==> src/hdl/lli_pkg.sv <==
package lli_pkg;

  // Breakpoint table sizing
  localparam int BREAKPOINTS = 13;
  localparam int TABLE_SLOTS = 32;
  localparam int LAST_IDX    = (BREAKPOINTS < 2) ? 1 :
                               (BREAKPOINTS > TABLE_SLOTS) ? TABLE_SLOTS - 1 :
                               BREAKPOINTS - 1;
  localparam int SEG_W       = $clog2(TABLE_SLOTS);

  // Field and datapath widths
  localparam int F_W      = 33;
  localparam int VAL_W    = 5;
  localparam int DIFF_W   = F_W + 2;
  localparam int DV_W     = VAL_W + 1;
  localparam int PROD_W   = DIFF_W + DV_W;
  localparam int N_W      = PROD_W + 1;
  localparam int M_W      = N_W + 2;
  localparam int DIV_STEPS = VAL_W + 1;

  localparam logic [VAL_W-1:0] VALUE_MAX = VAL_W'(31);

  typedef logic [F_W-1:0]   freq_tab_t [TABLE_SLOTS];
  typedef logic [VAL_W-1:0] val_tab_t  [TABLE_SLOTS];

  localparam freq_tab_t BP_FREQ = '{
    33'd450000000,  33'd500000000,  33'd1000000000, 33'd1500000000,
    33'd2000000000, 33'd2500000000, 33'd3000000000, 33'd3550000000,
    33'd4000000000, 33'd4500000000, 33'd5000000000, 33'd5500000000,
    33'd6000000000, 33'd0, 33'd0, 33'd0,
    33'd0, 33'd0, 33'd0, 33'd0, 33'd0, 33'd0, 33'd0, 33'd0,
    33'd0, 33'd0, 33'd0, 33'd0, 33'd0, 33'd0, 33'd0, 33'd0
  };

  localparam val_tab_t POWER_TAB = '{
    5'd18, 5'd18, 5'd17, 5'd17, 5'd17, 5'd16, 5'd12, 5'd11,
    5'd11, 5'd11, 5'd10, 5'd13, 5'd18, 5'd0, 5'd0, 5'd0,
    5'd0, 5'd0, 5'd0, 5'd0, 5'd0, 5'd0, 5'd0, 5'd0,
    5'd0, 5'd0, 5'd0, 5'd0, 5'd0, 5'd0, 5'd0, 5'd0
  };

  localparam val_tab_t ATTEN_RX_TAB = '{
    5'd19, 5'd19, 5'd21, 5'd21, 5'd20, 5'd20, 5'd22, 5'd21,
    5'd20, 5'd22, 5'd22, 5'd24, 5'd26, 5'd0, 5'd0, 5'd0,
    5'd0, 5'd0, 5'd0, 5'd0, 5'd0, 5'd0, 5'd0, 5'd0,
    5'd0, 5'd0, 5'd0, 5'd0, 5'd0, 5'd0, 5'd0, 5'd0
  };

  localparam val_tab_t ATTEN_TX_TAB = '{
    5'd19, 5'd19, 5'd21, 5'd21, 5'd20, 5'd20, 5'd22, 5'd21,
    5'd22, 5'd24, 5'd24, 5'd26, 5'd28, 5'd0, 5'd0, 5'd0,
    5'd0, 5'd0, 5'd0, 5'd0, 5'd0, 5'd0, 5'd0, 5'd0,
    5'd0, 5'd0, 5'd0, 5'd0, 5'd0, 5'd0, 5'd0, 5'd0
  };

  // Edges from the one that accepts a transaction to the one that takes its result
  localparam int LATENCY = 4 + DIV_STEPS + 1;

endpackage

==> src/hdl/lo_level_interpolator_top.sv <==
// Oscillator level interpolator.
//
// A request transaction is taken on the rising edge where start is high and
// busy is low; frequency_hz and direction are sampled at that edge. busy is
// only raised while rst is held, so a new request may be issued every cycle.
// Each request produces exactly one result: strobe rises once the request
// has passed every pipeline register listed below and is high for one cycle
// per result with attenuator_setting and synth_power valid alongside it.
// Throughput is one transaction per cycle while rst is low.
//
// The work runs through a fixed pipeline: segment search, segment lookup and
// offset, the four products, the numerator sum, six restoring
// compare-and-subtract steps (one quotient bit each, the first one spotting
// saturation) and a final output register.
//
// The receiver cannot stall, so results are simply presented and move on.
// Reset is synchronous; it clears every valid bit, so nothing in flight is
// delivered afterwards, and no request is taken while rst is high.
module lo_level_interpolator_top (
  input  logic                     clk,
  input  logic                     rst,
  input  logic                     start,
  output logic                     busy,
  input  logic [lli_pkg::F_W-1:0]  frequency_hz,
  input  logic                     direction,
  output logic                     strobe,
  output logic [lli_pkg::VAL_W-1:0] attenuator_setting,
  output logic [lli_pkg::VAL_W-1:0] synth_power
);
  import lli_pkg::*;

  typedef struct packed {
    logic [M_W-1:0]       rem_a;
    logic [M_W-1:0]       rem_p;
    logic [M_W-1:0]       dvsr;
    logic                 neg_a;
    logic                 neg_p;
    logic                 degen;
    logic [VAL_W-1:0]     lo_a;
    logic [VAL_W-1:0]     lo_p;
    logic [DIV_STEPS-1:0] q_a;
    logic [DIV_STEPS-1:0] q_p;
  } div_stage_t;

  logic accept;

  // Stage 1: clamp and segment search
  logic [F_W-1:0]   f_clamp;
  logic [SEG_W-1:0] seg_next;
  logic             v1;
  logic [F_W-1:0]   f1;
  logic [SEG_W-1:0] seg1;
  logic             dir1;

  // Stage 2: segment lookup and offsets
  logic [SEG_W-1:0]        seg_hi;
  logic [VAL_W-1:0]        lo_a_sel;
  logic [VAL_W-1:0]        hi_a_sel;
  logic                    v2;
  logic signed [DIFF_W-1:0] diff2;
  logic signed [DIFF_W-1:0] d2;
  logic signed [DV_W-1:0]   dv_a2;
  logic signed [DV_W-1:0]   dv_p2;
  logic signed [DV_W-1:0]   lo_a2;
  logic signed [DV_W-1:0]   lo_p2;

  // Stage 3: products
  logic                     v3;
  logic signed [PROD_W-1:0] prod_a3;
  logic signed [PROD_W-1:0] prod_p3;
  logic signed [PROD_W-1:0] base_a3;
  logic signed [PROD_W-1:0] base_p3;
  logic signed [DIFF_W-1:0] d3;
  logic                     degen3;
  logic [VAL_W-1:0]         lo_a3;
  logic [VAL_W-1:0]         lo_p3;

  // Stage 4 feeds the divider
  logic signed [N_W-1:0] n_a;
  logic signed [N_W-1:0] n_p;
  div_stage_t            dstage_next;

  logic       dvalid [DIV_STEPS+1];
  div_stage_t dstage [DIV_STEPS+1];

  // Final formatting
  div_stage_t       dlast;
  logic [VAL_W-1:0] res_a;
  logic [VAL_W-1:0] res_p;

  assign busy   = rst;
  assign accept = start && !busy;

  // ---------------------------------------------------------------- stage 1
  // The lowest segment whose upper breakpoint is not below the frequency.
  always_comb begin
    f_clamp  = (frequency_hz > BP_FREQ[LAST_IDX]) ? BP_FREQ[LAST_IDX] : frequency_hz;
    seg_next = SEG_W'(LAST_IDX - 1);
    for (int i = LAST_IDX - 1; i >= 1; i--) begin
      if (f_clamp <= BP_FREQ[i]) begin
        seg_next = SEG_W'(i - 1);
      end
    end
  end

  always_ff @(posedge clk) begin
    if (rst) begin
      v1 <= 1'b0;
    end else begin
      v1 <= accept;
    end
    f1   <= f_clamp;
    seg1 <= seg_next;
    dir1 <= direction;
  end

  // ---------------------------------------------------------------- stage 2
  assign seg_hi   = SEG_W'(seg1 + 1'b1);
  assign lo_a_sel = dir1 ? ATTEN_RX_TAB[seg1]   : ATTEN_TX_TAB[seg1];
  assign hi_a_sel = dir1 ? ATTEN_RX_TAB[seg_hi] : ATTEN_TX_TAB[seg_hi];

  always_ff @(posedge clk) begin
    if (rst) begin
      v2 <= 1'b0;
    end else begin
      v2 <= v1;
    end
    diff2 <= $signed({2'b00, f1}) - $signed({2'b00, BP_FREQ[seg1]});
    d2    <= $signed({2'b00, BP_FREQ[seg_hi]}) - $signed({2'b00, BP_FREQ[seg1]});
    dv_a2 <= $signed({1'b0, hi_a_sel}) - $signed({1'b0, lo_a_sel});
    dv_p2 <= $signed({1'b0, POWER_TAB[seg_hi]}) - $signed({1'b0, POWER_TAB[seg1]});
    lo_a2 <= $signed({1'b0, lo_a_sel});
    lo_p2 <= $signed({1'b0, POWER_TAB[seg1]});
  end

  // ---------------------------------------------------------------- stage 3
  always_ff @(posedge clk) begin
    if (rst) begin
      v3 <= 1'b0;
    end else begin
      v3 <= v2;
    end
    prod_a3 <= diff2 * dv_a2;
    prod_p3 <= diff2 * dv_p2;
    base_a3 <= lo_a2 * d2;
    base_p3 <= lo_p2 * d2;
    d3      <= d2;
    degen3  <= (d2 <= 0);
    lo_a3   <= lo_a2[VAL_W-1:0];
    lo_p3   <= lo_p2[VAL_W-1:0];
  end

  // ---------------------------------------------------------------- stage 4
  // Rounding half away from zero on a non-negative numerator is
  // floor((2n + d) / 2d); a negative numerator saturates to zero unless the segment is degenerate.
  always_comb begin
    n_a = N_W'(base_a3) + N_W'(prod_a3);
    n_p = N_W'(base_p3) + N_W'(prod_p3);
    dstage_next.rem_a = (M_W'($unsigned(n_a)) << 1) + M_W'($unsigned(d3));
    dstage_next.rem_p = (M_W'($unsigned(n_p)) << 1) + M_W'($unsigned(d3));
    dstage_next.dvsr  = degen3 ? '0 : M_W'($unsigned(d3));
    dstage_next.neg_a = n_a[N_W-1];
    dstage_next.neg_p = n_p[N_W-1];
    dstage_next.degen = degen3;
    dstage_next.lo_a  = lo_a3;
    dstage_next.lo_p  = lo_p3;
    dstage_next.q_a   = '0;
    dstage_next.q_p   = '0;
  end

  always_ff @(posedge clk) begin
    if (rst) begin
      dvalid[0] <= 1'b0;
    end else begin
      dvalid[0] <= v3;
    end
    dstage[0] <= dstage_next;
  end

  // ------------------------------------------------------- divider stages
  // Step j settles quotient bit DIV_STEPS-1-j against 2d shifted to match.
  // The top bit set means the quotient is 32 or more and the value saturates.
  for (genvar j = 0; j < DIV_STEPS; j++) begin : g_div
    localparam int K = DIV_STEPS - 1 - j;
    logic [M_W-1:0] trial;
    div_stage_t     step_next;

    always_comb begin
      trial     = dstage[j].dvsr << (K + 1);
      step_next = dstage[j];
      if (dstage[j].rem_a >= trial) begin
        step_next.rem_a  = dstage[j].rem_a - trial;
        step_next.q_a[K] = 1'b1;
      end
      if (dstage[j].rem_p >= trial) begin
        step_next.rem_p  = dstage[j].rem_p - trial;
        step_next.q_p[K] = 1'b1;
      end
    end

    always_ff @(posedge clk) begin
      if (rst) begin
        dvalid[j+1] <= 1'b0;
      end else begin
        dvalid[j+1] <= dvalid[j];
      end
      dstage[j+1] <= step_next;
    end
  end

  // ---------------------------------------------------------- output stage
  assign dlast = dstage[DIV_STEPS];

  always_comb begin
    if (dlast.degen) begin
      res_a = dlast.lo_a;
    end else if (dlast.neg_a) begin
      res_a = '0;
    end else if (dlast.q_a[DIV_STEPS-1]) begin
      res_a = VALUE_MAX;
    end else begin
      res_a = dlast.q_a[VAL_W-1:0];
    end
    if (dlast.degen) begin
      res_p = dlast.lo_p;
    end else if (dlast.neg_p) begin
      res_p = '0;
    end else if (dlast.q_p[DIV_STEPS-1]) begin
      res_p = VALUE_MAX;
    end else begin
      res_p = dlast.q_p[VAL_W-1:0];
    end
  end

  always_ff @(posedge clk) begin
    if (rst) begin
      strobe <= 1'b0;
    end else begin
      strobe <= dvalid[DIV_STEPS];
    end
    attenuator_setting <= res_a;
    synth_power        <= res_p;
  end

  // ------------------------------------------------------------ assertions
  // Every accepted request comes out after the fixed pipeline depth.
  a_latency: assert property (@(posedge clk) disable iff (rst)
    accept |-> ##LATENCY strobe)
    else $error("accepted request produced no result strobe");

  // No result appears without a request taken the pipeline depth earlier.
  a_no_stray: assert property (@(posedge clk) disable iff (rst)
    strobe |-> $past(accept, LATENCY))
    else $error("result strobe does not line up with an accepted request");

  // The segment search never runs past the last real segment.
  a_seg_range: assert property (@(posedge clk) disable iff (rst)
    v2 |-> ($past(seg1) <= SEG_W'(LAST_IDX - 1)))
    else $error("segment index beyond the table");

  // Unless degenerate, negative or saturated, the attenuator divider leaves a remainder below its divisor.
  a_rem_bound: assert property (@(posedge clk) disable iff (rst)
    (dvalid[DIV_STEPS] && !dlast.degen && !dlast.neg_a && !dlast.q_a[DIV_STEPS-1])
      |-> (dlast.rem_a < (dlast.dvsr << 1)))
    else $error("attenuator remainder out of range after the last divider step");

endmodule
==> config.mk <==
export PLATFORM = sky130hd
export DESIGN_NAME = lo_level_interpolator_top
export DESIGN_NICKNAME = d
export VERILOG_FILES = /design/src/hdl/lli_pkg.sv /design/src/hdl/lo_level_interpolator_top.sv
export SDC_FILE = /design/constraint.sdc
export NUM_CORES = 2
export LEC_CHECK = 0
export BUFFER_PORTS_ARGS = -buffer_cell sky130_fd_sc_hd__buf_2
export CORE_ASPECT_RATIO = 0.5
export CORE_MARGIN = 1
export CORE_UTILIZATION = 35
export CTS_CLUSTER_DIAMETER = 80
export CTS_CLUSTER_SIZE = 8
export DETAILED_ROUTE_END_ITERATION = 8
export PLACE_DENSITY = 0.59
export SETUP_SLACK_MARGIN = 0.05
export SYNTH_ARGS = -nofsm -noshare
export SYNTH_HDL_FRONTEND = slang
export SYNTH_SLANG_ARGS = --single-unit
==> constraint.sdc <==
create_clock -name clk -period 7.7 [get_ports clk]
set_clock_uncertainty 0.1 [all_clocks]
set_input_delay 1.54 -clock clk [delete_from_list [all_inputs] [get_ports clk]]
set_output_delay 1.54 -clock clk [all_outputs]
set_load 0.005 [all_outputs]
After elaboration in Yosys (flattened, before gate mapping)
Memory sizes are Yosys's and may differ from the RTL's. A register that Yosys moved wholly into a read port is not among the register bits.
Cells that the tools add are included.
{ "word_totals": {"ff_bits": 347, "ram_bits": 1106, "mem_bits_ro": 3072, "input_bits": 37, "output_inout_bits": 12, "elab_cells": 173, "memories": 10} }
{ "classes": {"n_addsub": 21, "multipliers": 4, "magnitude_cmp": 27, "mux": 70, "bitwise": 9, "n_reduce_logical": 6} }
{ "mem_list": {"columns": ["memory", "words", "width", "rd", "rd_clocked_by_memory_dff", "wr", "line", "rtl"], "rows": [
  ["dstage", 7, 157, 7, 0, 7, "lo_level_interpolator_top.sv:84", "div_stage_t dstage [DIV_STEPS+1];"],
  ["(name not given)", 32, 33, 1, 0, 0, "lo_level_interpolator_top.sv:129", "d2 <= $signed({2'b00, BP_FREQ[seg_hi]}) - $signed({2'b00, BP_FREQ[seg1]});"],
  ["(name not given)", 32, 33, 1, 0, 0, "lo_level_interpolator_top.sv:129", null],
  ["(name not given)", 32, 5, 1, 0, 0, "lo_level_interpolator_top.sv:133", "lo_p2 <= $signed({1'b0, POWER_TAB[seg1]});"],
  ["(name not given)", 32, 5, 1, 0, 0, "lo_level_interpolator_top.sv:131", "dv_p2 <= $signed({1'b0, POWER_TAB[seg_hi]}) - $signed({1'b0, POWER_TAB[seg1]});"],
  ["(name not given)", 32, 5, 1, 0, 0, "lo_level_interpolator_top.sv:120", "assign hi_a_sel = dir1 ? ATTEN_RX_TAB[seg_hi] : ATTEN_TX_TAB[seg_hi];"],
  ["4 more memories", null, null, null, null, null, null, null]
]} }
{ "ops": {"columns": ["op", "n"], "rows": [
  ["44-bit greater-or-equal comparator", 12],
  ["44-bit two-way mux", 12],
  ["44-bit subtractor", 12],
  ["33-bit two-way mux", 5],
  ["33-bit by 32-bit <= comparator with 1-bit output, second input constant", 4],
  ["5-bit two-way mux", 20],
  ["33-bit <= comparator, second input constant", 3],
  ["43-bit by 35-bit adder with 44-bit output", 2],
  ["40-bit by 40-bit adder with 41-bit output", 2],
  ["34-bit by 6-bit multiplier with 40-bit output", 2],
  ["6-bit by 34-bit multiplier with 40-bit output", 2],
  ["33-bit by 33-bit subtractor with 34-bit output", 2],
  ["33-bit by 31-bit <= comparator with 1-bit output, second input constant", 2],
  ["35-bit two-way mux", 1],
  ["34-bit by 1-bit <= comparator with 1-bit output, second input constant", 1],
  ["33-bit greater-than comparator, second input constant", 1],
  ["33-bit by 29-bit <= comparator with 1-bit output, second input constant", 1],
  ["33-bit by 30-bit <= comparator with 1-bit output, second input constant", 1],
  ["1-bit two-way mux", 24],
  ["6-bit greater-or-equal comparator, second input constant", 2],
  ["3-bit two-way mux", 4],
  ["5-bit NOT with 6-bit output", 2],
  ["5-bit by 5-bit subtractor with 6-bit output", 2],
  ["10-bit OR reduction", 1],
  ["8 further kinds", 17]
]} }

Depth between registers and ports, before layout
{ "depth": {"depth_word": 13, "ltp_mapped": 23, "mapped_depth_nobuf": 22} }

Worst setup path after synthesis
Ideal clock, no wire load.
{ "synth_timing": {"kind": "reg-to-reg", "start": "register diff2[3]", "end": "register prod_a3[38]", "setup_ns": 0.123, "t_arrival_ns": 5.213, "required_ns": 7.477, "path_slack_ns": 2.263, "stages_incl_launch_ff": 21, "path_buffers": 1, "synth_period_minus_slack_ns": 5.437, "path_cell_list": "dfxtp_1 > clkbuf_1 > and2_1 > fa_1 > inv_1 > fa_1 > fa_1 > inv_1 > fa_1 > fa_1 > a211oi_1 > nor2_1 > o31ai_1 > o211ai_1 > a41oi_1 > o22ai_1 > o2111ai_1 > nand3_1 > nor2_1 > a21oi_1 > xor2_1"} }
{ "synth_between": {"elab_chain_len": 1} }
{ "synth_lines": {"columns": ["element", "line", "rtl"], "rows": [
  ["start: declaration", "lo_level_interpolator_top.sv:60", "logic signed [DIFF_W-1:0] diff2;"],
  ["start signal: assignment", "lo_level_interpolator_top.sv:128", "diff2 <= $signed({2'b00, f1}) - $signed({2'b00, BP_FREQ[seg1]});"],
  ["34-bit by 6-bit multiplier with 40-bit output", "lo_level_interpolator_top.sv:143", "prod_a3 <= diff2 * dv_a2;"],
  ["end signal: assignment", "lo_level_interpolator_top.sv:143", null],
  ["end: declaration", "lo_level_interpolator_top.sv:69", "logic signed [PROD_W-1:0] prod_a3;"]
]} }
Every way passes these cells.
A chain may end at the register's enable or synchronous reset.

Final worst setup path
Ends and elaborated chain as after synthesis.

==> flow_summary_export.csv <==
group,metric,value,unit
status,status,"finished clean",
floorplanning,die_h,332,um
grt,grt_pass1_vias,58200,
grt,gr-total-overflow,0,
floorplanning,ios,49,
route,drcViolationCount,0,
worst_setup_path,crit_slowest_cell,"a41oi_1",
grt,grt_pass1_wl,322,mm
grt,antenna_found_initial,3,
synthesis,synth_top_area_share,29.9,%
grt,grt_max_degree,56,
clock_tree,post_cts_buffers,0,
worst_setup_path,startpoint_type,"flip-flop",
sta,slew_viol_final,0,
clock_tree,clkTransAtPathRegs,0.06,ns
synthesis,synth-seq-cells,1137,
synthesis,synth_edf_count,0,
worst_setup_path,reg2reg_to,"prod_a3[38]$_DFF_P_",
route,viasPerCell,5.13,
synthesis,yosysMostFrequentCell,"dfxtp_1",
final_layout,fin_nets,9819,
final_layout,syn_to_final_growth,10.0,%
floorplanning,core,0.215,mm2
floorplanning,die_x,661,um
sta,slew_headroom,19.9,%
worst_setup_path,crit_chain,"and2_1 > fa_1 > inv_1 > fa_1 > fa_1 > inv_1 > fa_1 > fa_1 > a211oi_1 > nor2_1 > o31ai_1 > o211ai_1 > a41oi_1 > o22ai_1 > o2111ai_1 > nand3_1 > nor2_1 > a21oi_1 > xor2_1",
clock_tree,cts_resized,0,
grt,grt_use_total,18.5,%
min_path,hp-start,"prod_p3[1]$_DFF_P_",
placement,gp_congestion,0.917,
final_layout,drive_gt1_share,4.76,%
min_path,min_path_type,"flip-flop to flip-flop",
synthesis,seq_area_frac_synth,29.9,%
synthesis,synth.largest_area_cell,"dfxtp_1",
synthesis,ys_async_sr_fraction,0,%
synthesis,syn_area,0.0761,mm2
synthesis,yosys.cell_types.count,90,
worst_setup_path,worstSetupPathType,"flip-flop to flip-flop",
route,firstDrtPassIters,6,
sta,rsz0062_at_grt,"no",
sta,setup_viol,0,
synthesis,synth_area_leaders,"dfxtp_1 (30%), ha_1 (13%), fa_1 (12%)",
min_path,worstHoldEndpoint,"dstage[0][71]$_DFF_P_",
route,num_vias,58500,
floorplanning,start_util,35.4,%
synthesis,synth_commonest_cells,"dfxtp_1 (1,137), nand2_1 (855), ha_1 (810)",
synthesis,synth.avg_cell_area,8.93,um2
clock_tree,cts_max_level,4,
floorplanning,die_area,0.219,mm2
worst_setup_path,required,8.24,ns
route,postRouteAntennaNets,0,
route,drt_wl_total,206,mm
floorplanning,rows,120,
clock_tree,cts_tree,"yes",
worst_setup_path,r2r-start,"diff2[3]$_DFF_P_",
min_path,whs_path_depth,0,
synthesis,syn_nets,9824,
worst_setup_path,critPathCaptureType,"flip-flop",
clock_tree,clk_path_buf_depth,4,
sta,worstMarginPinSlew,1.18,ns
worst_setup_path,worst_r2r_path_depth,19,
sta,fin_crit,6.17,ns
synthesis,ys_warn_count,0,
clock_tree,cts_root_buf,"clkbuf_16",
sta,hold_viol_final,0,
sta,setup-tns-final,0,ns
synthesis,syn_inst,8520,
job,drv_cap,0,
placement,dp_hpwl,165,mm
placement,io_buffers,48,
sta,max_freq,0.162,GHz
sta,finalCritPeriodShare,80.1,%
worst_setup_path,rrSetupSlack,1.53,ns
worst_setup_path,crit_fanout,12,
route,wl_per_cell,18.1,um
clock_tree,cts_buffers,170,
clock_tree,clk-insertion-delay-late,0.79,ns
worst_setup_path,critPathMostFrequentCell,"fa_1",
route,drt-initial-drc-count,4621,
worst_setup_path,crit_arrival,6.71,ns
worst_setup_path,critPathMaxStageDelay,0.57,ns
synthesis,synthFlopType,"dfxtp_1",
clock_tree,hold_buffers,0,
clock_tree,clkSinkCount,1137,
[routing by layer]
layer  up-vias  GRT usage, %  share of wire (%)
li1      29100             -                  -
met1     27700          25.9                 49
met2      1406          28.7                 43
met3       350          2.30                4.6
met4         0          7.53                4.3
met5         -             0                  0
[worst max path at each step]
stage / start / end / depth (start not counted)
2_1_floorplan: diff2[3]$_DFF_P_ / prod_a3[38]$_DFF_P_ / 20
5_1_grt: diff2[1]$_DFF_P_ / prod_a3[38]$_DFF_P_ / 18
6_report: diff2[3]$_DFF_P_ / prod_a3[38]$_DFF_P_ / 19
3_5_place_dp: diff2[1]$_DFF_P_ / prod_a3[38]$_DFF_P_ / 18
3_3_place_gp: diff2[1]$_DFF_P_ / prod_a3[38]$_DFF_P_ / 18
4_1_cts: diff2[1]$_DFF_P_ / prod_a3[38]$_DFF_P_ / 18
[stage by stage]
step	hold slack (ns)	worst slack (ns)	util [%]	area, um2	std cells
after floorplan	0.210	2.26	-	76100	8520
after global placement	0.210	1.60	36.9	79300	11200
after detailed placement	0.212	1.58	36.9	79300	11200
after CTS	0.166	1.53	38.9	83700	11400
after global routing	0.168	1.16	38.9	83700	11400
final	0.171	1.53	38.9	83700	11400
[worst max-delay path: cells and delay by family (launching register included)]
family	cells	cell delay, ns
AO/OA/AOI/OAI	7	2.08
buffers and inverters	2	0.10
adder cells (fa/ha/maj)	5	2.52
AND/OR/NAND/NOR	4	0.61
flip-flops	1	0.45
XOR/XNOR	1	0.14
[placed cells by master, fill, tap and decap left out, types with 257 or more instances in the layout]
cell type / Yosys / layout
dfxtp_1: 1137 / 1136
xnor2_1: 362 / 362
a21o_1: 257 / 257
a21oi_1: 596 / 596
nand2_1: 855 / 855
inv_1: 753 / 753
ha_1: 810 / 810
o21ai_0: 431 / 431
nor2_1: 509 / 508
fa_1: 457 / 457
[sequential cells by signal, summed over array words and instances, names as in the netlist, 6 cells and up]
register,cells
base_p3,33
dvalid,7
prod_p3,40
dv_a2,6
diff2,34
dstage,811
dv_p2,6
f1,33
d2,27
d3,27
base_a3,33
prod_a3,40
[final cells by class]
type                    instances  area (um2)
well taps                    2867        3590
inverters                     757        2840
fillers                     21400      131000
clock buffers                 174        4300
clock inverters                 8         110
multi-input cells            6351       49500
repair buffers                 98         616
diodes                          1        2.50
flip-flops and latches       1137       22800
[cell families after synthesis]
kind of cell | Yosys count | share of synthesized area, %
flops | 1137 | 29.9
xor+xnor | 551 | 6.34
fa+ha+maj | 1267 | 25.4
mux | 75 | 1.08
buf+inv | 1032 | 5.12
compound gates | 1906 | 15.8
simple gates | 2552 | 16.4
Power is left out: the tool's default activity adds up to more than one toggle a clock period on the data nets, which glitch-free logic cannot reach.
